[config.mk]
export PLATFORM = sky130hd
export DESIGN_NAME = isort_cell
export DESIGN_NICKNAME = d
export VERILOG_FILES = /design/src/sv/isort_pkg.sv /design/src/sv/isort_cell.sv
export SDC_FILE = /design/constraint.sdc
export NUM_CORES = 1
export LEC_CHECK = 0
export ABC_AREA = 1
export BUFFER_PORTS_ARGS = -buffer_cell sky130_fd_sc_hd__buf_4
export CORE_ASPECT_RATIO = 1.1
export CORE_MARGIN = 5
export CORE_UTILIZATION = 31
export DETAILED_ROUTE_END_ITERATION = 10
export GPL_ROUTABILITY_DRIVEN = 0
export PLACE_DENSITY = 0.57
export SLEW_MARGIN = 10
export SYNTH_ARGS = -nofsm -noshare
export SYNTH_HDL_FRONTEND = slang
export SYNTH_SLANG_ARGS = --single-unit
[constraint.sdc]
create_clock -name clk -period 3.6 [get_ports clk]
set_clock_uncertainty 0.15 [all_clocks]
set_input_delay 0.9 -clock clk [delete_from_list [all_inputs] [get_ports clk]]
set_output_delay 0.9 -clock clk [all_outputs]
set_load 0.01 [all_outputs]
[src/sv/isort_pkg.sv]
// ----------------------------------------------------------------------------
// isort_pkg: shared types and constants of the insertion sorter
// Store depth, counter width, the value type, the per-cell control bundle and
// the controller states.
// ----------------------------------------------------------------------------
package isort_pkg;

    localparam int DEPTH = 64;
    localparam int CNT_W = $clog2(DEPTH + 1);
    localparam int VAL_W = 32;

    typedef logic signed [VAL_W-1:0] value_t;
    typedef logic [CNT_W-1:0]        count_t;

    typedef struct packed {
        logic insert;     // a request is being inserted this cycle
        logic shift;      // drain: take the right neighbour's entry
        logic occupied;   // this cell holds a value of the batch
        logic free_slot;  // this cell is the first empty place
    } cell_ctrl_t;

    typedef enum logic {
        ST_LOAD,
        ST_DRAIN
    } state_t;

endpackage

[src/sv/isort_cell.sv]
// ----------------------------------------------------------------------------
// isort_cell: one place of the sorted row
// Holds one value; on insertion it either keeps its value, takes the left
// neighbour's value or takes the new value; on drain it takes the right
// neighbour's value.
// ----------------------------------------------------------------------------
module isort_cell (
    input  logic                   clk,
    input  isort_pkg::cell_ctrl_t  ctrl,
    input  isort_pkg::value_t      value_in,
    input  logic                   left_gt,
    input  isort_pkg::value_t      left_value,
    input  isort_pkg::value_t      right_value,
    output logic                   gt,
    output isort_pkg::value_t      value
);
    import isort_pkg::*;

    value_t value_reg;
    value_t value_next;

    // strictly greater: an equal value lands above the held ones
    assign gt    = ctrl.occupied && (value_reg > value_in);
    assign value = value_reg;

    always_comb
    begin
        value_next = value_reg;
        if (ctrl.shift)
        begin
            value_next = right_value;
        end
        else if (ctrl.insert && (gt || ctrl.free_slot))
        begin
            value_next = left_gt ? left_value : value_in;
        end
    end

    always_ff @(posedge clk)
    begin
        value_reg <= value_next;
    end

endmodule

==> results.md <==
- The static leakage is 1.862 nW.
- The floorplan step set the die width to 96.12 µm.
- Summing every instance area after synthesis gives 2529 µm².
- In this run, placement finished with an instance count of 532.
- The detailed router's first-iteration violation count is 90.
- The final count of hold timing violations is 0.
- The flip-flop count of the largest register, all copies and words added is 32.
- The sequential area share after synthesis is 38.00%.
- The source-to-sink clock delay at the later pin of the worst-skew pair is 0.29 ns.
- TritonCTS built the clock tree.
- 135 I/O pins were placed.
- The total die area is 10070 µm².
- The DRC violation count after routing is 0.
- Dividing total power by cell area gives a power density of 322.6 nW/µm².
- The critical path crosses 12 cells after its start point.
- The data arrival at the endpoint of the critical path is 2.31 ns.
- The minimum setup slack among reg-to-reg paths is 1.20 ns.
- The via count is 2475.
- Fill cells in the final layout number 789.
- Timing would allow up to 297.4 MHz.
- The worst pin sits at a relative slew slack of 60.45%.
- The first detailed-routing pass ran for 5 iterations.
- Yosys mapped the design onto 18 distinct sky130hd cell types.
- The layout net count is 565.
- The repair_antennas step left the layout with diodes totalling 0.
- The overall die height is 104.7 µm.
- Adding up every negative setup slack in the final design gives 0 ns.
- The endpoint identified for the worst register-to-register timing path is value[27].
- The logic depth of the worst register-to-register path is 12.
- The detailed placer's ending HPWL is 5969 µm.
- Broken down by cell family, the worst path's largest delay share belongs to simple AND/OR/NAND/NOR gates.
- OpenSTA, run right after detailed placement, puts the worst setup slack at 0.2197 ns.
- The effective utilization at floorplan is 31.79%.
- The number of global-route vias before repair was 2428.
- Clock-pin slew was measured on the worst setup and hold paths at 0.08 ns.
- The cell with the largest stage delay on the worst path is sky130_fd_sc_hd__ha_1.
- The core area is 7955 µm².
- In this run the critical register-to-register path is launched from value[31].
- Of all nets on the critical path, the largest fanout is 4.
- The first global-routing pass estimated 11620 µm of wire.
- In the global route stage, overall resource usage came out at 14.61%.
- The utilization of the core after routing is 47.39%.
- The critical path capture point is gt.
- The required time at the worst-slack endpoint is 2.55 ns.
- The final antenna-violating net count is 0.
- During synthesis, Yosys emitted a total of 0 warnings.
- Relative to the synthesized area, the layout overhead comes to 49.08%.
- Cells with a size suffix above 1 make up 35.42% of the layout.
- Traced cell by cell, the critical path runs through buf_4 -> inv_1 -> ha_1 -> nand2_2 -> nor2_2 -> nand2_2 -> nor3b_2 -> nand2_1 -> o21a_1 -> nand3_2 -> inv_1 -> buf_4.
- The number of antenna violations at the first check in global routing was 0.
- The port buffer count is 134.
- In the synthesized netlist, the number of instances is 298.
- At the pin with the least slew margin, the transition time is 0.5932 ns.
- Synthesis produced a netlist with a net count of 432.
- The wire length per cell after detailed routing is 13.62 µm.
- The maximum count of clock buffers along a single path is 2.
- The average instance in the mapped netlist occupies 8.485 µm².
- The setup-violating endpoint count in the final report is 0.
- The H-tree generated during clock tree synthesis spans 2 levels.
- Counting flops and latches in the post-synthesis netlist gives 32.
- The start point of the critical path is value_in[31].
- The average via count per standard cell is 4.583.
- The element type at the critical path end is an output port.
- For this design, the CTS-stage hold fixing added 0 buffers.
- The kind of start point of the critical path is a primary input.
- Counting every sink on the clock net gives 32.
- Row generation in the floorplan step produced 34 rows.
- In the finished design, the share of the clock period the worst path needs comes to 93.40%.
- The worst path buffer plus inverter count is 4.
- The class of the worst hold path is primary input to register.
- The final max-slew violation count is 0.
- The run finished with clean final reports.
- The number of gates resized after CTS was 0.
- The final worst-path setup slack is 0.2375 ns.
- The critical path's largest stage delay is 0.33 ns.
- The number of max-cap violations is 0.
- The cell sitting at the root of the clock tree is a sky130_fd_sc_hd__clkbuf_8.
- The shortest period the worst path allows is 3.362 ns.
- The final layout contains routed wiring with a total length of 7353 µm.
- VDD sags by at most 143.4 µV.
- The TritonCTS buffer count is 5.
- The total congestion overflow after global routing is 0.
- On the final layout, the worst hold slack is 0.7317 ns.
- Setup repair after global routing left no endpoint under its margin.
- Once layout is complete, the cells apart from fillers number 540.
- The start-to-end type of the worst setup path is primary input to output port.
- After clock tree synthesis, the setup repair step added 0 buffers.
- The pin count of the biggest net entering global routing is 63.
synthesized netlist by cell type:
cell,number,area (µm²)
sky130_fd_sc_hd__inv_2,1,3.750
sky130_fd_sc_hd__edfxtp_1,32,960.9
sky130_fd_sc_hd__clkbuf_1,13,48.80
sky130_fd_sc_hd__inv_1,44,165.2
sky130_fd_sc_hd__nor2_2,1,6.260
sky130_fd_sc_hd__nand3_1,3,15.01
sky130_fd_sc_hd__nor2_1,11,41.29
sky130_fd_sc_hd__nand2_1,72,270.3
sky130_fd_sc_hd__ha_1,32,400.4
sky130_fd_sc_hd__nand3_2,1,10.01
sky130_fd_sc_hd__o211ai_1,29,217.7
sky130_fd_sc_hd__nor3b_2,1,12.51
sky130_fd_sc_hd__a21o_1,1,7.510
sky130_fd_sc_hd__o21ai_0,2,10.01
sky130_fd_sc_hd__o21a_1,32,240.2
sky130_fd_sc_hd__a21oi_1,20,100.1
sky130_fd_sc_hd__nand2_2,2,12.51
sky130_fd_sc_hd__nand4_1,1,6.260
per-stage QoR:
| step | total power, mW | instance area [µm²] |
|---|---|---|
| floorplan | 0.6819 | 2529 |
| finish | 1.216 | 3770 |
| global route | 1.303 | 3770 |
| detailed placement | 0.8785 | 3659 |
| CTS | 1.234 | 3770 |
| global placement | 0.8742 | 3659 |
report_power, final:
part | internal, mW | switching [mW]
clock | 0.205 | 0.148
combinational | 0.204 | 0.181
sequential | 0.458 | 0.0208
total | 0.867 | 0.349
per-layer routing:
layer / up-vias / track usage (%) / part of all wire [%] / wire length [µm]
li1: 1285 / - / - / -
met1: 1100 / 18.08 / 43 / 3159
met2: 82 / 24.37 / 48 / 3520
met3: 8 / 4.026 / 7.6 / 556
met4: 0 / 4.472 / 1.6 / 116
met5: - / 0 / 0 / 0
worst min-delay path by stage:
stage	from	end	slack (ns)	cells after the start
global route	right_value[13]	value[13]	0.71	2
finish	right_value[12]	value[12]	0.73	2
detailed placement	right_value[9]	value[9]	1.03	2
CTS	right_value[9]	value[9]	0.72	2
global placement	right_value[21]	value[21]	1.02	2
floorplan	right_value[10]	value[10]	0.94	1
area by class of cell:
type / count / area, µm² / area share (%)
inverters: 45 / 168.9 / 4.481
clock inverters: 3 / 42.54 / 1.128
clock buffers: 5 / 68.82 / 1.825
repair buffers: 139 / 1044 / 27.68
flip-flops and latches: 32 / 960.9 / 25.49
well taps: 108 / 135.1 / 3.584
multi-input cells: 208 / 1350 / 35.81
cell families (layout without fill, tap and decap cells):
kind of cell	count (synthesis)	after routing	synth area share, %
compound gates	84	84	22.76
fa+ha+maj	32	32	15.83
buf+inv	58	192	8.610
flops	32	32	38.00
simple gates	92	92	14.79
cell usage in the layout (no fill, tap or decap), types with 2 or more instances in the layout:
cell,n
sky130_fd_sc_hd__inv_1,44
sky130_fd_sc_hd__nand2_2,2
sky130_fd_sc_hd__edfxtp_1,32
sky130_fd_sc_hd__nor2_1,11
sky130_fd_sc_hd__nand2_1,72
sky130_fd_sc_hd__o211ai_1,29
sky130_fd_sc_hd__o21ai_0,2
sky130_fd_sc_hd__clkbuf_8,5
sky130_fd_sc_hd__a21oi_1,20
sky130_fd_sc_hd__buf_4,139
sky130_fd_sc_hd__o21a_1,32
sky130_fd_sc_hd__ha_1,32
sky130_fd_sc_hd__nand3_1,3
No activity file was read; power rests on OpenSTA's default activity.
